### config.mk
export PLATFORM = sky130hd
export DESIGN_NAME = amix_ctrl
export DESIGN_NICKNAME = d
export VERILOG_FILES = /design/src/design/nonlinear_multichannel_audio_mixer_assert.svh /design/src/design/amix_pkg.sv /design/src/design/amix_ctrl.sv
export SDC_FILE = /design/constraint.sdc
export NUM_CORES = 1
export LEC_CHECK = 0
export BUFFER_PORTS_ARGS = -buffer_cell sky130_fd_sc_hd__buf_2
export CAP_MARGIN = 20
export CORE_MARGIN = 1
export CORE_UTILIZATION = 30
export DETAILED_ROUTE_END_ITERATION = 8
export PLACE_DENSITY_LB_ADDON = 0.12
export SKIP_LAST_GASP = 1
export SLEW_MARGIN = 20
export SYNTH_ARGS = -nofsm -noshare
export SYNTH_HDL_FRONTEND = slang
export SYNTH_SLANG_ARGS = --single-unit
### constraint.sdc
create_clock -name clk -period 5.2 [get_ports clk]
set_input_delay 1.3 -clock clk [delete_from_list [all_inputs] [get_ports clk]]
set_output_delay 1.3 -clock clk [all_outputs]
set_load 0.01 [all_outputs]
### src/design/nonlinear_multichannel_audio_mixer_assert.svh
// Assertion macros for the nonlinear multichannel audio mixer.
// Expects signals named clk and rst in the scope of each use.
`ifndef NONLINEAR_MULTICHANNEL_AUDIO_MIXER_ASSERT_SVH
`define NONLINEAR_MULTICHANNEL_AUDIO_MIXER_ASSERT_SVH

`ifndef SYNTHESIS

// Checked while out of reset.
`define NMAM_ASSERT(lbl, prop) \
  lbl: assert property (@(posedge clk) disable iff (rst) prop) \
    else $error("mixer assertion failed");

// Checked during reset as well.
`define NMAM_ASSERT_RST(lbl, prop) \
  lbl: assert property (@(posedge clk) prop) \
    else $error("mixer reset assertion failed");

`else

`define NMAM_ASSERT(lbl, prop)
`define NMAM_ASSERT_RST(lbl, prop)

`endif

`endif

### src/design/amix_pkg.sv
// Shared constants, types and Q1.15 helpers of the audio mixer.
// No dependencies; used by every module of the mixer.
`default_nettype none

package amix_pkg;

  localparam int CHANNELS = 8;
  localparam int SAMPLE_W = 16;
  localparam int MASK_W   = 8;
  // one multiply stage per channel, then scale, then sum
  localparam int NSTAGE   = CHANNELS + 2;
  localparam int IN_W     = ((CHANNELS * SAMPLE_W + MASK_W + 7) / 8) * 8;

  typedef logic [SAMPLE_W-1:0]               word_t;
  typedef logic [CHANNELS-1:0]               chmask_t;
  typedef logic [CHANNELS-1:0][SAMPLE_W-1:0] frame_t;

  localparam word_t UNITY = 16'h8000;

  typedef struct packed {
    logic [NSTAGE-1:0] load;
    logic [NSTAGE-1:0] valid;
  } pipe_ctrl_t;

  // |s| as unsigned, full-scale negative gives 32768
  function automatic word_t magnitude(input word_t s);
    word_t m;
    m = s[SAMPLE_W-1] ? word_t'(~s + word_t'(1)) : s;
    return m;
  endfunction

  // (a * b) >> 15 on unsigned values up to 32768
  function automatic word_t mul_q15(input word_t a, input word_t b);
    logic [2*SAMPLE_W-1:0] p;
    p = {{SAMPLE_W{1'b0}}, a} * {{SAMPLE_W{1'b0}}, b};
    return p[2*SAMPLE_W-2:SAMPLE_W-1];
  endfunction

endpackage

`default_nettype wire

### src/design/amix_ctrl.sv
// Valid and load control of the mixer pipeline, with per-stage ready.
// Depends on amix_pkg.
`default_nettype none

module amix_ctrl import amix_pkg::*; (
  input  logic       clk,
  input  logic       rst,
  input  logic       in_valid,
  output logic       in_ready,
  input  logic       out_ready,
  output pipe_ctrl_t ctl
);

  logic [NSTAGE-1:0] valid;
  logic [NSTAGE-1:0] valid_next;
  logic [NSTAGE-1:0] rdy;

  // a stage takes new data when empty or when the next one takes its own
  always_comb begin
    rdy[NSTAGE-1] = !valid[NSTAGE-1] || out_ready;
    for (int k = NSTAGE - 2; k >= 0; k--) begin
      rdy[k] = !valid[k] || rdy[k+1];
    end
  end

  always_comb begin
    valid_next = valid;
    if (rdy[0]) begin
      valid_next[0] = in_valid;
    end
    for (int k = 1; k < NSTAGE; k++) begin
      if (rdy[k]) begin
        valid_next[k] = valid[k-1];
      end
    end
  end

  always_ff @(posedge clk) begin
    if (rst) begin
      valid <= '0;
    end else begin
      valid <= valid_next;
    end
  end

  assign in_ready  = rdy[0];
  assign ctl.load  = rdy;
  assign ctl.valid = valid;

endmodule

`default_nettype wire

Yosys cells after proc, flatten, opt, wreduce, memory -nomap -nowiden
Index checks and enable logic that the tools add are counted.

Bits in registers: 10. Word-level logic and storage cells: 30.

Reduce and logical (&&, ||, !) cells: 20.

Operators with widths (count): 1-bit logical NOT (10); 1-bit logical OR (10).

Logic depth before layout (Yosys ltp)
Depth after elaboration: 11. Depth in mapped cells: 5.

Least setup slack after synthesis
OpenSTA, ideal clock, no wires.

Path kind: input port to output port. From: in out_ready. To: out ctl[10] (netlist bit). Arrival: 2360 ps. Required time: 3900 ps. Setup slack: 1540 ps. Stages on the path: 5. Buffers on the path: 2. Cells stage by stage: and4b_1 > buf_6 > nand3_4 > or3_1 > buf_4.

RTL lines: start: declaration (line amix_ctrl.sv:10) `input logic out_ready,`; end: declaration (line amix_ctrl.sv:11) `output pipe_ctrl_t ctl`.

==> impl_metrics.tcl <==
set metrics [dict create \
    drc 0 \
    synth.distinct_cells 19 \
    power_density_nw_per_um2 275 \
    die_h_um 38.9 \
    grt_pass1_wl_um 1440 \
    core_sq_um 1190 \
    vias 397 \
    post-route-min-period_ns 3.82 \
    netlist_instances 48 \
    multiInputGateArea_sq_um 160 \
    ctsLongestPathBuffers 2 \
    drt_pass1_iterations 2 \
    top_regs "valid (10)" \
    min_period_over_period 0.734 \
    die-area_sq_um 1520 \
    grt_pass1_vias 340 \
    path_class "input port to output port" \
    root_buffer "clkbuf_4" \
    outcome "finished clean" \
    fin_worst_skew_ns 0.00238 \
    grt_util_met3 0.0520 \
    cp-end-kind "output port" \
    routed_wirelength_um 863 \
    setup_viol_count_final 0 \
    start_util 0.345 \
    yosysTopAreaCellShare 0.489 \
    crit_fanout 8 \
    synth_area_leaders "dfxtp_1 49%, a21oi_1 7.3%, inv_1 6.4%" \
    gr-usage-met2 0.196 \
    grt_usage 0.149 \
    rsz0062_at_grt "false" \
    layout_common_cells "24 x buf_2, 10 x dfxtp_1, 7 x inv_1, 6 x a21oi_1, 6 x nor2_1" \
    setup_tns_ns 0 \
    relSlewSlack 0.770 \
    use_met1 0.197 \
    yosysSeqAreaShare 0.489 \
    synth_warnings 0 \
    leakage_nw 0.239 \
    yosysTopAreaCell "dfxtp_1" \
    regArea_sq_um 200 \
    pre_cts_ws_ns 1.39 \
    fill_cells 135 \
    crit_required_ns 3.90 \
    setup_ws_ns 1.38 \
    die_w_um 38.9 \
    slew_viol_final 0 \
    globalRoute.totalOverflow 0 \
    ios 25 \
    min_path_type "register to register" \
    drive_above_1_share 0.411 \
    ant_nets 0 \
    synth_seq_cells 10 \
    diodes 0 \
    viasPerCell 4.56 \
    portBuffers 24 \
    cts.sinks 10 \
    synth_nets 52 \
    maxClockFrequency_ghz 0.262 \
    clock_latency_ns 0.26 \
    avgRoutedWirePerCell_um 9.92 \
    dp_hpwl_um 633 \
    cp-start-kind "input port" \
    grt.busiest_layer "met1" \
    largest_reg_flops 10 \
    total_power_mw 0.154 \
    hold_viol 0 \
    tightest_slew_ns 0.345 \
    avgSynthCellArea_sq_um 8.52 \
    nets 78 \
    first_iter_violations 2 \
    r2r_slack_ns 3.87 \
    syn_to_final_growth_pct 37.0 \
    clk_pin_slew_ns 0.07 \
    cap_violations 0 \
    syn_area_sq_um 409 \
    peakVddDrop_mv 0.125 \
    grt_max_degree 12 \
    post_cts_buffers 0 \
    cts_tree "done" \
    grt_antenna_before_repair 0 \
    cts_resized 0 \
    top_register "valid" \
    cp.arrival_ns 2.52 \
    whs_ns 0.453 \
    final_common_cell "buf_2" \
    h-tree-depth 1 \
    cts_hold_buf 0 \
    cts_buffers 3 \
    gp_congestion 0.729 \
    rows 12 \
]
[critical path, stage by stage]
cell     delay, ns
buf_2         0.10
and4b_1       0.45
nand3_4       0.14
or3_1         0.37
buf_2         0.15
[report_power, final]
part / internal, mW / leakage, nW / switching (mW)
Combinational: 0.00250 / 0.137 / 0.00316
Clock: 0.0425 / 0.0210 / 0.0269
Sequential: 0.0778 / 0.0811 / 0.00111
Total: 0.123 / 0.239 / 0.0312
[cell usage after synthesis, drive strengths merged]
master	number
clkbuf	1
buf	2
and4b	1
or3	1
inv	7
nand2b	1
o31ai	1
nand2	4
nand3	2
o32ai	1
nor2b	1
nor2	6
and3	1
or2	1
dfxtp	10
nand4	2
a21oi	6
[metal layers]
layer / wire [um] / vias to the layer above / share of wire
li1: - / 206 / -
met1: 434 / 175 / 0.50
met2: 358 / 16 / 0.41
met3: 69 / 0 / 0.080
met4: 0 / 0 / 0
met5: 0 / - / 0
[metrics by stage]
step            util  cell area, sq um  std cells
2_1_floorplan      -               409         48
3_3_place_gp   0.442               524         83
3_5_place_dp   0.442               524         83
4_1_cts        0.473               561         87
5_1_grt        0.473               561         87
6_report       0.473               561         87
[cell type report]
cell class / instances / area share
Inverter: 7 / 0.0469
Sequential cell: 10 / 0.357
Multi-Input combinational cell: 28 / 0.286
Timing Repair Buffer: 24 / 0.214
Tap cell: 14 / 0.0312
Clock buffer: 4 / 0.0647
[cells by family after synthesis]
kind of cell / Yosys count / share of synthesized area
flops: 10 / 0.489
compound gates: 8 / 0.113
buf+inv: 10 / 0.119
simple gates: 20 / 0.278
[final timing paths]
| check | start | endpoint | cells past startpoint |
|---|---|---|---|
| worst max-delay path | out_ready | ctl[10] | 5 |
| worst min-delay path | valid[3] | valid[4] | 2 |
| worst min register to register | valid[3] | valid[4] | 2 |
| worst max register to register | valid[8] | valid[0] | 3 |
Note: power is estimated with default switching activity, not from simulation.
