[src/design/nonlinear_multichannel_audio_mixer_assert.svh]
// Assertion macros for the nonlinear multichannel audio mixer.
// Expects signals named clk and rst in the scope of each use.
`ifndef NONLINEAR_MULTICHANNEL_AUDIO_MIXER_ASSERT_SVH
`define NONLINEAR_MULTICHANNEL_AUDIO_MIXER_ASSERT_SVH

`ifndef SYNTHESIS

// Checked while out of reset.
`define NMAM_ASSERT(lbl, prop) \
  lbl: assert property (@(posedge clk) disable iff (rst) prop) \
    else $error("mixer assertion failed");

// Checked during reset as well.
`define NMAM_ASSERT_RST(lbl, prop) \
  lbl: assert property (@(posedge clk) prop) \
    else $error("mixer reset assertion failed");

`else

`define NMAM_ASSERT(lbl, prop)
`define NMAM_ASSERT_RST(lbl, prop)

`endif

`endif

[src/design/amix_pkg.sv]
// Shared constants, types and Q1.15 helpers of the audio mixer.
// No dependencies; used by every module of the mixer.
`default_nettype none

package amix_pkg;

  localparam int CHANNELS = 8;
  localparam int SAMPLE_W = 16;
  localparam int MASK_W   = 8;
  // one multiply stage per channel, then scale, then sum
  localparam int NSTAGE   = CHANNELS + 2;
  localparam int IN_W     = ((CHANNELS * SAMPLE_W + MASK_W + 7) / 8) * 8;

  typedef logic [SAMPLE_W-1:0]               word_t;
  typedef logic [CHANNELS-1:0]               chmask_t;
  typedef logic [CHANNELS-1:0][SAMPLE_W-1:0] frame_t;

  localparam word_t UNITY = 16'h8000;

  typedef struct packed {
    logic [NSTAGE-1:0] load;
    logic [NSTAGE-1:0] valid;
  } pipe_ctrl_t;

  // |s| as unsigned, full-scale negative gives 32768
  function automatic word_t magnitude(input word_t s);
    word_t m;
    m = s[SAMPLE_W-1] ? word_t'(~s + word_t'(1)) : s;
    return m;
  endfunction

  // (a * b) >> 15 on unsigned values up to 32768
  function automatic word_t mul_q15(input word_t a, input word_t b);
    logic [2*SAMPLE_W-1:0] p;
    p = {{SAMPLE_W{1'b0}}, a} * {{SAMPLE_W{1'b0}}, b};
    return p[2*SAMPLE_W-2:SAMPLE_W-1];
  endfunction

endpackage

`default_nettype wire

[src/design/amix_lane.sv]
// One mixing lane: the factor product chain of one channel and its scaling.
// Depends on amix_pkg; stage enables come from amix_ctrl.
`default_nettype none

module amix_lane import amix_pkg::*; (
  input  logic       clk,
  input  pipe_ctrl_t ctl,
  input  chmask_t    lane_bit,            // one-hot: which channel this lane serves
  input  frame_t     in_frame,
  input  chmask_t    in_mask,
  input  frame_t     frame_q [CHANNELS],
  input  chmask_t    mask_q  [CHANNELS],
  output word_t      scaled
);

  chmask_t later;
  word_t   prod [CHANNELS];
  word_t   own_sample;
  logic    own_active;
  word_t   own_mag;
  word_t   mag_scaled;

  // channels above this lane's own
  assign later = ~((lane_bit << 1) - chmask_t'(1));

  for (genvar k = 0; k < CHANNELS; k++) begin : g_stage
    frame_t  f_in;
    chmask_t m_in;
    word_t   p_in;

    if (k == 0) begin : g_first
      assign f_in = in_frame;
      assign m_in = in_mask;
      assign p_in = UNITY;
    end else begin : g_next
      assign f_in = frame_q[k-1];
      assign m_in = mask_q[k-1];
      assign p_in = prod[k-1];
    end

    always_ff @(posedge clk) begin
      if (ctl.load[k]) begin
        if (m_in[k] && later[k]) begin
          prod[k] <= mul_q15(p_in, UNITY - magnitude(f_in[k]));
        end else begin
          prod[k] <= p_in;
        end
      end
    end
  end

  always_comb begin
    own_sample = '0;
    for (int c = 0; c < CHANNELS; c++) begin
      if (lane_bit[c]) begin
        own_sample = own_sample | frame_q[CHANNELS-1][c];
      end
    end
  end

  assign own_active = |(mask_q[CHANNELS-1] & lane_bit);
  assign own_mag    = magnitude(own_sample);
  assign mag_scaled = mul_q15(own_mag, prod[CHANNELS-1]);

  always_ff @(posedge clk) begin
    if (ctl.load[CHANNELS]) begin
      if (!own_active) begin
        scaled <= '0;
      end else if (own_sample[SAMPLE_W-1]) begin
        scaled <= word_t'(-mag_scaled);
      end else begin
        scaled <= mag_scaled;
      end
    end
  end

endmodule

`default_nettype wire

[config.mk]
export PLATFORM = sky130hd
export DESIGN_NAME = amix_lane
export DESIGN_NICKNAME = d
export VERILOG_FILES = /design/src/design/nonlinear_multichannel_audio_mixer_assert.svh /design/src/design/amix_pkg.sv /design/src/design/amix_lane.sv
export SDC_FILE = /design/constraint.sdc
export NUM_CORES = 2
export LEC_CHECK = 0
export BUFFER_PORTS_ARGS = -buffer_cell sky130_fd_sc_hd__buf_2
export CAP_MARGIN = 20
export CORE_AREA = 2 2 493 495
export CTS_CLUSTER_DIAMETER = 80
export DETAILED_ROUTE_END_ITERATION = 10
export DIE_AREA = 0 0 495 497
export GPL_TIMING_DRIVEN = 0
export HOLD_SLACK_MARGIN = 0.12
export MAX_ROUTING_LAYER = met4
export PLACE_DENSITY = 0.6
export SYNTH_ARGS = -nofsm -noshare
export SYNTH_HDL_FRONTEND = slang
export SYNTH_SLANG_ARGS = --single-unit
[constraint.sdc]
create_clock -name clk -period 17.86 [get_ports clk]
set_input_delay 1.786 -clock clk [delete_from_list [all_inputs] [get_ports clk]]
set_output_delay 1.786 -clock clk [all_outputs]
set_load 0.1 [all_outputs]
Word-level counts from Yosys, hierarchy flattened:

Memory sizes are Yosys's and may differ from the RTL's.
Index checks and enable logic that the tools add are counted.

* register bits after elaboration: 16
* bits in latches: 0
* memory bits (writable): 128
* ROM bits: 0
* bits of input ports: 1253
* output and inout bits: 16
* memories: 1

* add/sub/neg operators: 19
* multiply operators: 8
* divide/modulo/power cells: 0
* $lt $le $gt $ge: 0
* equal/unequal tests: 0
* shifts and indexed selects: 0
* multiplexer cells: 74
* bitwise logic cells: 26
* reduce and logical (&&, ||, !) cells: 9

Memories
* prod: depth 8, width 16, rd ports 8, clocked after Yosys merged registers in 0, write ports 8, line amix_lane.sv:17 `word_t prod [CHANNELS];`

Operators by type and width (number)
* 2-to-1 mux 16 bit: 26
* multiplier 16 x 16 -> 31 bit: 8
* adder 16 x 1 -> 16 bit, second input constant: 9
* NOT 16 bit: 9
* subtractor 16 bit, first input constant: 8
* OR 16 bit: 7
* 2-to-1 mux 1 bit: 48
* negation 16 bit: 1
* bitwise AND 8 bit: 1
* logical AND 1 bit: 8
* NOT 8 bit: 1
* OR 1 bit: 8
* OR reduction 8 bit: 1
* subtractor 8 x 1 -> 8 bit, second input constant: 1

Depth between registers and ports, before layout:

* depth in word-level cells: 21
* gate-level depth with buffers: 37
* mapped depth without buffers: 35

Least setup slack after synthesis:

No wires, ideal clock.

* path kind: input to register
* from: input frame_q[464] in the netlist's numbering
* to: memory prod[1][31] in the netlist's numbering (data pin)
* library setup time: 0.256 ns
* arrival: 9.754 ns
* required time: 17.604 ns
* setup slack: 7.850 ns
* stages on the path: 34
* path buffers: 3
* cells stage by stage: clkbuf_1 > clkbuf_1 > inv_1 > ha_1 > mux2i_1 > ha_1 > nand3_1 > and4b_1 > xor2_1 > clkbuf_1 > nand2_1 > fa_1 > inv_1 > fa_1 > inv_1 > fa_1 > fa_1 > inv_1 > fa_1 > inv_1 > fa_1 > inv_1 > ha_1 > or4_1 > a211o_1 > a41oi_1 > o21ai_1 > o21ai_0 > a31oi_1 > nand4_1 > a31oi_1 > xnor2_1 > mux2_2 > o22a_1

RTL lines
* from (decl): line amix_lane.sv:11 `input frame_t frame_q [CHANNELS],`
* to (decl): line amix_lane.sv:17

Worst setup path in the final report:

* from: input lane_bit[3]
* to: register scaled[15] (data pin)

* longest elaborated chain between the ends: 15
* elaborated cells on any way between the ends: 17

RTL lines
* from (decl): line amix_lane.sv:8 `input chmask_t lane_bit,`
* 2-to-1 mux 16 bit: line amix_lane.sv:55 `if (lane_bit[c]) begin`
* OR 16 bit: line amix_lane.sv:56 `own_sample = own_sample | frame_q[CHANNELS-1][c];`
* 2-to-1 mux 16 bit: line amix_lane.sv:55
* OR 16 bit: line amix_lane.sv:56
* 2-to-1 mux 16 bit: line amix_lane.sv:55
* OR 16 bit: line amix_lane.sv:56
* 2-to-1 mux 16 bit: line amix_lane.sv:55
* OR 16 bit: line amix_lane.sv:56
* 2-to-1 mux 16 bit: line amix_lane.sv:55
* NOT 16 bit: line amix_pkg.sv:28 `m = s[SAMPLE_W-1] ? word_t'(~s + word_t'(1)) : s;`
* adder 16 x 1 -> 16 bit: line amix_pkg.sv:28
* 2-to-1 mux 16 bit: line amix_pkg.sv:28
* multiplier 16 x 16 -> 31 bit: line amix_pkg.sv:35 `p = {{SAMPLE_W{1'b0}}, a} * {{SAMPLE_W{1'b0}}, b};`
* negation 16 bit: line amix_lane.sv:70 `scaled <= word_t'(-mag_scaled);`
* 2-to-1 mux 16 bit: line amix_lane.sv:69 `end else if (own_sample[SAMPLE_W-1]) begin`
* to (signal assigned): line amix_lane.sv:70
* to (signal assigned): line amix_lane.sv:72 `scaled <= mag_scaled;`
* to (decl): line amix_lane.sv:13 `output word_t scaled`

Several ways; a longest one is shown, not always the timed one.
A chain may end at the register's enable or synchronous reset.

==> metrics.md <==
| Metric | Value |
|---|---|
| Die H | 497 µm |
| RePlAce Congestion | 0.993 |
| Setup crit end kind | flop |
| Placed cell count | 12000 |
| H-Tree Level Count | 4 |
| First drt pass iteration count | 7 |
| Non-filler instance count after layout | 12000 |
| # port buffers | 284 |
| Area Growth Syn to Fin | 8.24% |
| Hpwl dp | 204000 µm |
| Worst slew pin tran | 1.19 ns |
| CP most frequent cell | fa_1 |
| Worst slew margin | 0.206 |
| Worst Path Arrival | 13.12 ns |
| Top cells by area, synth | fa_1, ha_1, inv_1 |
| RSZ-0062 raised after global routing | no |
| Fillers | 25000 |
| Worst path max stage delay | 0.86 ns |
| Most instantiated cells after synthesis | inv_1, fa_1, nand2_1, ha_1, and2_1 |
| Initial antenna violation count | 47 |
| Mapped Area | 74600 µm² |
| Starting Density | 0.311 |
| WP data required | 18.14 ns |
| Max Freq | 77.9 MHz |
| DR DRC count | 0 |
| Number of synthesized flops with an enable pin | 144 |
| Top-count cell post-synth | inv_1 |
| Vias | 58100 |
| Clk root buf | clkbuf_16 |
| TritonCTS Buffers | 17 |
| Skew-Pair Late Insertion Delay | 0.54 ns |
| Vias in the first global route | 62400 |
| Area of the core | 240000 µm² |
| Via density | 4.82 |
| Fraction of layout cells with a size suffix above 1 | 0.0466 |
| CP max stage cell | a22oi_1 |
| FP Rows | 180 |
| Detail Route Antenna Nets | 0 |
| Worst-path fanout max | 10 |
| Largest net degree at the start of global routing | 24 |
| GRT Overall Usage | 0.199 |
| Number of synthesized register bits | 144 |
| Fin nets | 12400 |
| Type of origin of the critical path | input pin |
| Syn Inst Count | 8505 |
| Area used by multi-input combinational logic | 61900 µm² |
| First-pass GRT wire length | 365000 µm |
| Post-synth top area share | 0.412 |
| Synthesized area per cell | 8.77 µm² |
| Prevailing post-synth register cell | edfxtp_1 |
| Num ports | 1269 |
| Max-Cap Viols | 0 |
| Synth warn | 0 |
| Post-route clock skew | 0.0193 ns |
| Syn_nets | 12100 |
| Setup_tns | 0 ns |
| CTS Hold Bufs | 0 |
| CTS tree | done |
| Crit path from | lane_bit[3] |
| R2R Path Start | prod[1][54] |
| Register area | 4320 µm² |
| Worst min path class | flop to flop |
| Post-CTS sizing | 0 |
| Gr ovfl total | 0 |
| Overall routed net length | 235000 µm |
| Die ar. | 246000 µm² |
| Final Util | 0.336 |
| Worst-path clk slew | 0.08 ns |
| Endpoints failing setup | 0 |
| Number of distinct library cells after synthesis | 101 |
| Ys async rst share | 0 |
| Post-CTS Setup Bufs | 0 |
| Final min period | 12.84 ns |
| Slew Viols, Final | 0 |
| 1st-iter DRT viols | 3455 |
| DR WL/cell | 19.5 µm |
| Clk sink count | 144 |
| Pre-CTS WS | 4.61 ns |
| Worst setup margin | 5.02 ns |
| Outcome | finished clean |
| Hold Vio Cnt, Final | 0 |
| Seq/Total Area, Yosys | 0.0579 |
| Worst setup path category | input pin to flop |
| Die Span X | 495 µm |
| CTS max path bufs | 2 |
| Largest area contributor in the netlist | fa_1 |
| Worst hold start | prod[0][8] |
| Final period util | 0.719 |
## cell families after synthesis
| group | after synthesis | synth area share |
|---|---|---|
| compound gates | 648 | 0.0589 |
| xor+xnor | 377 | 0.0450 |
| fa+ha+maj | 2331 | 0.545 |
| buf+inv | 2214 | 0.112 |
| flops | 144 | 0.0579 |
| mux | 21 | 0.00310 |
| simple gates | 2770 | 0.178 |
## routing by layer
layer  GRT usage  share of wire
met1       0.242           0.41
met5           -              0
met3      0.0362          0.066
met2       0.320           0.47
met4      0.0943          0.053
## state kept, by name, summed over array words and instances, names as in the netlist
register	cells
prod	128
scaled	16
## metrics by stage
stage,hold WS [ns],instance area [µm²]
3_3_place_gp,0.831,80000
6_report,0.864,80800
4_1_cts,0.867,80700
3_5_place_dp,0.839,80100
2_1_floorplan,0.603,74600
5_1_grt,0.897,80800
## placed cells by master (no fill, tap or decap), types with 13 or more instances in the layout
cell / instances
inv_1: 1835
fa_1: 1536
nand2_1: 1466
ha_1: 795
and2_1: 452
clkbuf_1: 315
buf_2: 305
nor2b_1: 300
xor2_1: 189
xnor2_1: 181
nor2_1: 159
o21ai_0: 149
edfxtp_1: 144
a21oi_1: 111
nand2b_1: 81
a22oi_1: 70
o31ai_1: 65
nand3_1: 63
nor3_1: 61
a21o_1: 60
nand4_1: 39
and3_1: 38
buf_1: 35
diode_2: 34
or3_1: 29
o21a_1: 24
a31oi_1: 21
a211oi_1: 19
clkbuf_16: 17
and4_1: 16
o41ai_1: 16
o21bai_1: 13
## worst max-delay path: cells and delay by family
family                   cells  cell delay [ns]
adder cells (fa/ha/maj)      7             3.49
AO/OA/AOI/OAI                8             2.79
buffers and inverters        7             1.97
AND/OR/NAND/NOR              7             1.95
XOR/XNOR                     3             1.11
## worst paths after layout
check / end / slack, ns / cells after the start
max: scaled[15] / 5.02 / 32
min: prod[0][24] / 0.86 / 2
max reg2reg: scaled[15] / 9.62 / 24
min reg2reg: prod[0][24] / 0.86 / 2
## layout make-up
type / count / area share
multi-input cells: 6147 / 0.767
inverters: 1835 / 0.0853
flip-flops and latches: 144 / 0.0535
well taps: 3185 / 0.0493
repair buffers: 290 / 0.0188
plain buffers: 379 / 0.0183
clock buffers: 17 / 0.00527
clock inverters: 15 / 0.00153
diodes: 34 / 0.00105
Power is left out: the tool's default activity adds up to more than one toggle a clock period on the data nets, which glitch-free logic cannot reach.
