## config.mk

```make
export PLATFORM = sky130hd
export DESIGN_NAME = amix_merge
export DESIGN_NICKNAME = d
export VERILOG_FILES = /design/src/design/nonlinear_multichannel_audio_mixer_assert.svh /design/src/design/amix_pkg.sv /design/src/design/amix_merge.sv
export SDC_FILE = /design/constraint.sdc
export NUM_CORES = 1
export LEC_CHECK = 0
export ABC_AREA = 1
export BUFFER_PORTS_ARGS = -buffer_cell sky130_fd_sc_hd__buf_4
export CORE_MARGIN = 2
export CORE_UTILIZATION = 47
export CTS_CLUSTER_DIAMETER = 30
export CTS_CLUSTER_SIZE = 30
export DETAILED_ROUTE_END_ITERATION = 10
export PLACE_DENSITY = 0.82
export SYNTH_ARGS = -nofsm -noshare
export SYNTH_HDL_FRONTEND = slang
export SYNTH_SLANG_ARGS = --single-unit
```

## constraint.sdc

```tcl
create_clock -name clk -period 5.5 [get_ports clk]
set_input_delay 0.55 -clock clk [delete_from_list [all_inputs] [get_ports clk]]
set_output_delay 0.55 -clock clk [all_outputs]
set_load 0.05 [all_outputs]
```

## src/design/nonlinear_multichannel_audio_mixer_assert.svh

```systemverilog
// Assertion macros for the nonlinear multichannel audio mixer.
// Expects signals named clk and rst in the scope of each use.
`ifndef NONLINEAR_MULTICHANNEL_AUDIO_MIXER_ASSERT_SVH
`define NONLINEAR_MULTICHANNEL_AUDIO_MIXER_ASSERT_SVH

`ifndef SYNTHESIS

// Checked while out of reset.
`define NMAM_ASSERT(lbl, prop) \
  lbl: assert property (@(posedge clk) disable iff (rst) prop) \
    else $error("mixer assertion failed");

// Checked during reset as well.
`define NMAM_ASSERT_RST(lbl, prop) \
  lbl: assert property (@(posedge clk) prop) \
    else $error("mixer reset assertion failed");

`else

`define NMAM_ASSERT(lbl, prop)
`define NMAM_ASSERT_RST(lbl, prop)

`endif

`endif

```

## src/design/amix_pkg.sv

```systemverilog
// Shared constants, types and Q1.15 helpers of the audio mixer.
// No dependencies; used by every module of the mixer.
`default_nettype none

package amix_pkg;

  localparam int CHANNELS = 8;
  localparam int SAMPLE_W = 16;
  localparam int MASK_W   = 8;
  // one multiply stage per channel, then scale, then sum
  localparam int NSTAGE   = CHANNELS + 2;
  localparam int IN_W     = ((CHANNELS * SAMPLE_W + MASK_W + 7) / 8) * 8;

  typedef logic [SAMPLE_W-1:0]               word_t;
  typedef logic [CHANNELS-1:0]               chmask_t;
  typedef logic [CHANNELS-1:0][SAMPLE_W-1:0] frame_t;

  localparam word_t UNITY = 16'h8000;

  typedef struct packed {
    logic [NSTAGE-1:0] load;
    logic [NSTAGE-1:0] valid;
  } pipe_ctrl_t;

  // |s| as unsigned, full-scale negative gives 32768
  function automatic word_t magnitude(input word_t s);
    word_t m;
    m = s[SAMPLE_W-1] ? word_t'(~s + word_t'(1)) : s;
    return m;
  endfunction

  // (a * b) >> 15 on unsigned values up to 32768
  function automatic word_t mul_q15(input word_t a, input word_t b);
    logic [2*SAMPLE_W-1:0] p;
    p = {{SAMPLE_W{1'b0}}, a} * {{SAMPLE_W{1'b0}}, b};
    return p[2*SAMPLE_W-2:SAMPLE_W-1];
  endfunction

endpackage

`default_nettype wire

```

## src/design/amix_merge.sv

```systemverilog
// Merge stage: sums the scaled lane values, wrapping to 16 bits.
// Depends on amix_pkg; load enable comes from amix_ctrl.
`default_nettype none

module amix_merge import amix_pkg::*; (
  input  logic       clk,
  input  pipe_ctrl_t ctl,
  input  word_t      lane_val [CHANNELS],
  output word_t      mixed
);

  word_t sum;

  always_comb begin
    sum = '0;
    for (int c = 0; c < CHANNELS; c++) begin
      sum = sum + lane_val[c];
    end
  end

  always_ff @(posedge clk) begin
    if (ctl.load[NSTAGE-1]) begin
      mixed <= sum;
    end
  end

endmodule

`default_nettype wire

```

Word-level counts from Yosys, hierarchy flattened
Index checks and enable logic that the tools add are counted.
{"block": "op_classes", "n_addsub": 7}
{"cell": "$add 16x16->16", "count": 7}
{"block": "word_totals", "inputBits": 149, "output_inout_bits": 16, "ff_bits": 16, "wordCells": 8}

Logic depth before layout (Yosys ltp)
Gate-level depths: netlist of the first run.
{"block": "depth", "word_depth": 7, "ltp_mapped": 20, "ltp_nobuf": 20}

Worst setup path before layout of the first run
No wires, ideal clock.
{"block": "synth_path", "path_kind": "input to register", "start": "input lane_val[50] (netlist bit)", "end": "register mixed[14], data pin", "required_time_ns": 5.242, "arrival_ns": 3.796, "slack_ns": 1.446, "path_stages": 15, "n_path_buf": 0, "setup_time_ns": 0.258, "path_cell_list": "inv_1 fa_1 inv_1 fa_1 fa_1 inv_1 fa_1 inv_1 ha_1 inv_1 fa_1 o21ai_2 nand3_1 nand3_1 xor2_1"}
{"block": "synth_between", "elab_chain_cells": 4}
{"element": "start, declared", "line_no": "amix_merge.sv:8", "text": "input word_t lane_val [CHANNELS],"}
{"element": "$add 16x16->16 (4 in series)", "line_no": "amix_merge.sv:17", "text": "sum = sum + lane_val[c];"}
{"element": "named net sum[14]", "line_no": "amix_merge.sv:12", "text": "word_t sum;"}
{"element": "end signal, assigned", "line_no": "amix_merge.sv:23", "text": "mixed <= sum;"}
{"element": "end, declared", "line_no": "amix_merge.sv:9", "text": "output word_t mixed"}
The timed path passes the listed nets, and every way through them passes these cells.
A chain may end at the register's enable or synchronous reset.

Final worst setup path of the first run
Ends and elaborated chain as after synthesis.

==> metrics, run 1 <==
worst path cell trace buf_4 -> inv_1 -> fa_1 -> inv_1 -> fa_1 -> fa_1 -> inv_1 -> fa_1 -> inv_1 -> ha_1 -> inv_1 -> fa_1 -> o21ai_2 -> nand3_1 -> nand3_1 -> xor2_1; Yosys reg bits 16; Layout Utilization 0.650; antenna cells 0; clk buf depth 2; slowest stage cell, crit path fa_1; initial core utilization 0.488; Max Cap Viol 0; drt wl/cell 10.8 um; DRT iter0 DRCs 61; Clock Sinks 16; DR DRC count 0; max reg flops 16; detailed placement HPWL 7.26 mm; IO Port Bufs 145; Final #Nets 850; Mapped Cells 448; slowest stage delay, CP 0.56 ns; grt total ovfl 0; top flop regs mixed x16; # placed instances 695; f_max 0.247 GHz; final setup fails 0; warnings from Yosys 0; Final Max Slew Viols 0; DR vias 3121; overall global routing resource usage 0.187; I/O Pins 165; Layout Area Growth over Synthesis 33.1%; pwr dens 529 nW/um^2; Lkg Pwr 3.03 nW; worst-path maximum fanout 3; Buf/Inv on CP 6; total power 2.68 mW; Slew HR 0.827; Core Region 7810 sq um; CTS Hold Buffers Added 0; vias in the first global route 3532; RSZ-0062 raised after global routing false; Critical Path RT 5.50 ns; final cell count without fillers 699; chip width 94.1 um; Largest Register mixed; Worst-path clk slew 0.06 ns; Final Hold Vio Count 0; # resized after CTS 0; CTS Buf Count 3; critical path type in -> reg; DR vias/cell 4.46; register area share after synthesis 0.126; largest net degree at the start of global routing 17; first-pass GRT wire length 13.5 mm; fin crit share 0.735; status finished clean; DIE AREA 8850 sq um; Synthesized Nets 700; filler instances 665; share of layout cells above drive strength 1 0.265; chip height 94.1 um; Crit. End Element flop; total negative slack 0 ns; GP Congestion 0.829; TritonCTS clock tree built; CTS HTree Levels 1; post-route antenna net violation count 0; critical path's top delay family adder cells; Startpoint Class input port; initial antenna violation count 0; number of library cell types mapped by synthesis 25; Data arrival, critical path 4.05 ns; min-delay worst type in -> reg; Tmin final 4.04 ns; Post-CTS Setup Inserts 0; Syn Area/Cell 8.51 sq um; row cnt 32; TritonRoute pass-1 iters 4; mapped cell area 3810 sq um; DRT Wirelength 7.53 mm; Tightest Pin Transition 0.256 ns; clock root buffer clkbuf_8; Worst VDD drop 306 uV
==> cells in the mapped netlist (all sizes together) <==
cell,instances,share of area
a21boi,1,0.0020
a21o,1,0.0020
a21oi,8,0.012
a31oi,3,0.0049
edfxtp,16,0.13
fa,87,0.46
ha,16,0.052
inv,203,0.20
nand2,59,0.059
nand2b,1,0.0036
nand3,11,0.016
nand4,2,0.0033
nor2,18,0.018
nor3,2,0.0039
o21ai,8,0.012
o21bai,2,0.0039
xnor2,4,0.0092
xor2,6,0.014
==> cell families after synthesis <==
logic type                 share of synthesized area
AOI/OAI and AO/OA                             0.0377
DFF                                            0.126
xor gates and xnor gates                      0.0230
buffers and inverters                          0.200
and+or+nand+nor                                0.104
adders and majority gates                      0.509
==> final cells by class <==
class,count,area (sq um),area share
tap,102,128,0.0251
clock buffer,3,41.3,0.00814
clock inverter,1,3.75,0.000740
timing repair buffer,145,1090,0.214
sequential,16,480,0.0947
multi-input combinational,229,2570,0.507
inverter,203,762,0.150
==> per-layer routing <==
| layer | vias up | GRT usage | part of all wire |
|---|---|---|---|
| met4 | 0 | 0.0338 | 0.0096 |
| met1 | 1485 | 0.182 | 0.33 |
| met2 | 109 | 0.395 | 0.58 |
| met5 | - | 0 | 0 |
| met3 | 8 | 0.0377 | 0.080 |
| li1 | 1519 | - | - |
==> placed cells by master, fill, tap and decap left out, drive strengths merged <==
cell type / Yosys / final
buf: 0 / 145
nand3: 11 / 11
a31oi: 3 / 3
fa: 87 / 87
clkinv: 0 / 1
a21boi: 1 / 1
o21bai: 2 / 2
nand4: 2 / 2
ha: 16 / 16
xor2: 6 / 6
nand2: 59 / 59
edfxtp: 16 / 16
nor3: 2 / 2
o21ai: 8 / 8
nand2b: 1 / 1
xnor2: 4 / 4
a21oi: 8 / 8
inv: 203 / 203
nor2: 18 / 18
a21o: 1 / 1
clkbuf: 0 / 3
==> through the flow <==
stage          setup slack (ns)  area (sq um)  hold slack [ns]
2_1_floorplan              1.45          3810            0.662
3_3_place_gp               1.17          5030            0.932
3_5_place_dp               1.18          5030            0.936
4_1_cts                    1.43          5070            0.673
5_1_grt                    1.22          5070            0.672
6_report                   1.46          5070            0.677
==> path summary, 6_finish.rpt <==
check | slack (ns) | cells after the start | startpoint | end
worst max-delay path | 1.46 | 16 | lane_val[50] | mixed[14]$_DFFE_PP_
worst min-delay path | 0.68 | 1 | ctl[19] | mixed[10]$_DFFE_PP_
==> where the power goes <==
part	switching [mW]	internal, mW
Combinational	1.37	0.896
Sequential	0.0187	0.315
Clock	0.0382	0.0495
Total	1.42	1.26
Power figures use the tool's default switching activity.
==> inputs of run 2 (changes only) <==
--- a/config.mk
+++ b/config.mk
@@ -5,10 +5,10 @@
 export SDC_FILE = /design/constraint.sdc
 export NUM_CORES = 1
 export LEC_CHECK = 0
-export ABC_AREA = 1
+export ABC_AREA = 0
 export BUFFER_PORTS_ARGS = -buffer_cell sky130_fd_sc_hd__buf_4
 export CORE_MARGIN = 2
-export CORE_UTILIZATION = 47
+export CORE_UTILIZATION = 44
 export CTS_CLUSTER_DIAMETER = 30
 export CTS_CLUSTER_SIZE = 30
 export DETAILED_ROUTE_END_ITERATION = 10
==> constraint.sdc (replaced) <==
create_clock -name clk -period 3.56 [get_ports clk]
set_input_delay 0.356 -clock clk [delete_from_list [all_inputs] [get_ports clk]]
set_output_delay 0.356 -clock clk [all_outputs]
set_load 0.05 [all_outputs]
==> metrics, run 2 <==
DR vias/cell 4.40; Synthesized Nets 613; row cnt 32; Final Max Slew Viols 0; Post-synth ARST share 0; detailed placement HPWL 6.77 mm; share of layout cells above drive strength 1 0.401; highest metal used met4; grt total ovfl 0; # placed instances 632; commonest non-fill, non-tap cell in the layout buf_4; cell with the most instances after synthesis inv_1; clock root buffer clkbuf_8; sequential cell area 480 sq um; number of library cell types mapped by synthesis 28; worst hold margin 0.489 ns; Crit. End Element flop; DR vias 2841; filler instances 601; GP Congestion 0.796; DR DRC count 0; total power 5.29 mW; Tmin final 4.09 ns; Final Hold Vio Count 0; post-route antenna net violation count 0; vias in the first global route 3251; overall global routing resource usage 0.182; largest area contributor in the netlist fa_1; register area share after synthesis 0.135; CP Launch Point lane_val[82]; top flop regs mixed x16; DRT Wirelength 7.50 mm; TritonRoute pass-1 iters 4; total negative slack -4.15 ns; first-pass GRT wire length 12.8 mm; post-route met1 wirelength 2.60 mm; Largest Register mixed; met2 routed WL 4.31 mm; CTS HTree Levels 1; critical path type in -> reg; DIE AREA 8810 sq um; drt wl/cell 11.6 um; fin crit share 1.15; Core Region 7770 sq um; top cells by area, synth fa_1, inv_1, edfxtp_1; CTS Hold Buffers Added 0; CTS Buf Count 3; Syn Area/Cell 9.84 sq um; worst-path maximum fanout 2; warnings from Yosys 0; largest net degree at the start of global routing 17; I/O Pins 165; Yosys reg bits 16; Mapped Cells 361; Clock Sinks 16; antenna cells 0; initial core utilization 0.457; final setup fails 10; IO Port Bufs 145; worst hold path stage count 1; Layout Utilization 0.675; min-delay worst type in -> reg; commonest non-fill, non-tap cells in the layout buf_4, inv_1, fa_1, xnor2_1, edfxtp_1; RSZ-0062 raised after global routing true; Data arrival, critical path 4.09 ns; top cells by count, synth inv_1, fa_1, xnor2_1, edfxtp_1, ha_1; Max Cap Viol 0; top cell type's share of synthesized area 0.490; TritonCTS clock tree built; min-delay src ctl[19]; failing checks negative setup slack; mapped cell area 3550 sq um; Post-synth top flop edfxtp_1; Critical Path RT 3.56 ns; Final #Nets 797; chip width 93.9 um; Worst-path clk slew 0.07 ns; Slew HR 0.750; initial antenna violation count 0; clk buf depth 2; setup slack after layout -0.528 ns; footprint of the multi-input gates 2520 sq um; status finished, violations left; Worst VDD drop 577 uV; Tightest Pin Transition 0.374 ns; Post-synth EDFFs 16; Layout Area Growth over Synthesis 47.7%; DRT iter0 DRCs 43; Startpoint Class input port; final cell count without fillers 646; met3 routed WL 519 um; pwr dens 1010 nW/um^2; max reg flops 16; chip height 93.9 um; Lkg Pwr 2.91 nW; f_max 0.245 GHz
[run 2: cell types whose count changed after synthesis, moves of 3 or more]
| cell | previous run | this run |
|---|---|---|
| nand2_1 | 57 | 4 |
| inv_1 | 203 | 177 |
| xnor2_1 | 4 | 20 |
| nor2_1 | 17 | 4 |
| nand3_1 | 10 | 2 |
| nor2b_1 | 0 | 3 |
| xor2_1 | 6 | 3 |
[run 2: cells by family after synthesis]
logic type	synth area share
compound gates	0.0440
xor+xnor	0.0567
fa+ha+maj	0.547
buf+inv	0.187
flops	0.135
simple gates	0.0303
[run 2: through the flow]
| stage | instance area, sq um | setup WS [ns] |
|---|---|---|
| 3_3_place_gp | 4980 | -0.695 |
| 5_1_grt | 5250 | -0.673 |
| 2_1_floorplan | 3580 | -0.451 |
| 3_5_place_dp | 4980 | -0.758 |
| 6_report | 5250 | -0.528 |
| 4_1_cts | 5140 | -0.492 |
[run 2: worst paths after layout]
check / to / slack [ns]
setup / recovery: mixed[8]$_DFFE_PP_ / -0.53
hold / removal: mixed[1]$_DFFE_PP_ / 0.49
[run 2: final cells by class]
type	instances	area share
multi-input combinational	168	0.481
inverter	177	0.130
clock inverter	1	0.000715
sequential	16	0.0916
clock buffer	3	0.00787
timing repair buffer	179	0.265
tap	102	0.0243
[run 2: critical path: stages]
cell	delay [ns]
buf_6	0.07
inv_2	0.03
fa_1	0.54
inv_2	0.04
fa_1	0.49
fa_1	0.50
inv_1	0.05
fa_1	0.46
inv_2	0.09
ha_4	0.14
inv_4	0.03
fa_2	0.40
nor2b_2	0.14
o21ai_2	0.07
a21boi_2	0.21
buf_4	0.16
o21a_1	0.13
nor2_1	0.05
xnor2_1	0.12
[run 2: power by group]
| group | switching (mW) | leakage, nW | total (mW) | internal (mW) |
|---|---|---|---|---|
| combinational | 2.25 | 2.73 | 4.63 | 2.38 |
| sequential | 0.0328 | 0.157 | 0.522 | 0.489 |
| clock | 0.0647 | 0.0231 | 0.141 | 0.0764 |
[run 2: repair_timing]
| item | in CTS | in global routing |
|---|---|---|
| resized for setup | 18 | 27 |
| buffers inserted | 7 | 7 |
| cloned | 0 | 0 |
| pin swaps | 12 | 27 |
| setup endpoints to repair | 10 | 12 |
| hold endpoints to repair | 0 | 0 |
[run 2: layer usage]
| metal | vias up | GRT usage |
|---|---|---|
| met5 | - | 0 |
| met4 | 0 | 0.0242 |
| met3 | 6 | 0.0297 |
| met2 | 106 | 0.382 |
| met1 | 1386 | 0.187 |
| li1 | 1343 | - |
==> inputs of run 3 (changes only) <==
==> constraint.sdc (replaced) <==
create_clock -name clk -period 3.75 [get_ports clk]
set_input_delay 0.375 -clock clk [delete_from_list [all_inputs] [get_ports clk]]
set_output_delay 0.375 -clock clk [all_outputs]
set_load 0.05 [all_outputs]
==> metrics, run 3 (same netlist as run 2, synthesis figures left out) <==
TritonRoute pass-1 iters 4; top flop regs mixed x16; critical path type in -> reg; Critical Path RT 3.87 ns; DIE AREA 8810 sq um; met3 routed WL 555 um; Lkg Pwr 2.86 nW; Final #Nets 789; CTS Buf Count 3; I/O Pins 165; post-route met1 wirelength 2.51 mm; cell mode on critical path fa_1; met2 routed WL 4.25 mm; max reg flops 16; CTS HTree Levels 1; post-route antenna net violation count 0; commonest non-fill, non-tap cell in the layout inv_1; filler instances 616; Final Hold Vio Count 0; Core Region 7770 sq um; CTS Hold Buffers Added 0; Tightest Pin Transition 0.371 ns; Worst VDD drop 532 uV; GP Congestion 0.828; DR vias/cell 4.34; f_max 0.249 GHz; DR vias 2767; Slew HR 0.753; antenna cells 0; slowest stage delay, CP 0.55 ns; initial antenna violation count 0; RSZ-0062 raised after global routing true; Data arrival, critical path 4.13 ns; Layout Area Growth over Synthesis 43.7%; worst-path maximum fanout 4; Tmin final 4.01 ns; final setup fails 9; detailed placement HPWL 6.72 mm; Largest Register mixed; worst path cell trace buf_8 -> inv_8 -> fa_1 -> inv_2 -> fa_1 -> fa_1 -> inv_1 -> fa_1 -> inv_1 -> ha_2 -> inv_2 -> fa_2 -> nor2b_1 -> o21ai_2 -> a21boi_2 -> o22ai_2 -> or3b_1 -> nand3_1; chip height 93.9 um; highest metal used met4; clk buf depth 2; min-delay src ctl[19]; Worst-path clk slew 0.07 ns; DR DRC count 0; Crit. End Element flop; Startpoint Class input port; grt total ovfl 0; slowest stage cell, crit path fa_1; vias in the first global route 3240; IO Port Bufs 145; clock root buffer clkbuf_8; min-delay worst type in -> reg; drt wl/cell 11.5 um; critical path's top delay family adder cells; TritonCTS clock tree built; commonest non-fill, non-tap cells in the layout inv_1, buf_4, fa_1, xnor2_1, edfxtp_1; first-pass GRT wire length 12.7 mm; setup slack after layout -0.259 ns; Clock Sinks 16; overall global routing resource usage 0.181; DRT Wirelength 7.33 mm; Buf/Inv on CP 6; status finished, violations left; share of layout cells above drive strength 1 0.377; DRT iter0 DRCs 36; pre-CTS setup slack -0.598 ns; Final Max Slew Viols 0; initial core utilization 0.457; largest net degree at the start of global routing 17; Max Cap Viol 0; pwr dens 898 nW/um^2; row cnt 32; chip width 93.9 um; Layout Utilization 0.657; failing checks negative setup slack; fin crit share 1.07; CP Launch Point lane_val[34]
-- run 3: report_power, final --
part | internal, mW | total (mW) | switching, mW
clock network | 0.0728 | 0.136 | 0.0629
logic | 1.95 | 3.95 | 2.00
registers | 0.464 | 0.497 | 0.0329
-- run 3: cell type report --
cell class | count | area (sq um) | share of cell area
multi-input cells | 168 | 2480 | 0.485
inverters | 177 | 672 | 0.132
clock inverters | 1 | 3.75 | 0.000735
flip-flops and latches | 16 | 480 | 0.0941
clock buffers | 3 | 41.3 | 0.00809
well taps | 102 | 128 | 0.0250
repair buffers | 171 | 1300 | 0.255
-- run 3: what timing repair did --
item / in CTS / in global routing
gates resized for setup: 13 / 11
setup endpoints to repair: 8 / 10
buffers inserted: 2 / 3
pin swaps: 17 / 11
-- run 3: per-stage QoR --
stage               setup TNS (ns)  cells  total power, mW  hold WS (ns)  instance area, sq um
finish                       -1.62    638             4.58         0.500                  5100
global route                 -3.09    638             5.05         0.488                  5100
CTS                          -1.48    635             4.46         0.496                  5050
detailed placement           -4.12    629             4.15         0.762                  4950
global placement             -3.73    629             4.02         0.756                  4950
floorplan                    -1.42    361             2.95         0.487                  3580
-- run 3: path summary, 6_finish.rpt --
kind	to	depth (start not counted)
max	mixed[14]$_DFFE_PP_	18
min	mixed[7]$_DFFE_PP_	1
-- run 3: per-layer routing --
layer,up-vias,track usage
li1,1327,-
met1,1324,0.185
met2,112,0.376
met3,4,0.0369
met4,0,0.0266
met5,-,0
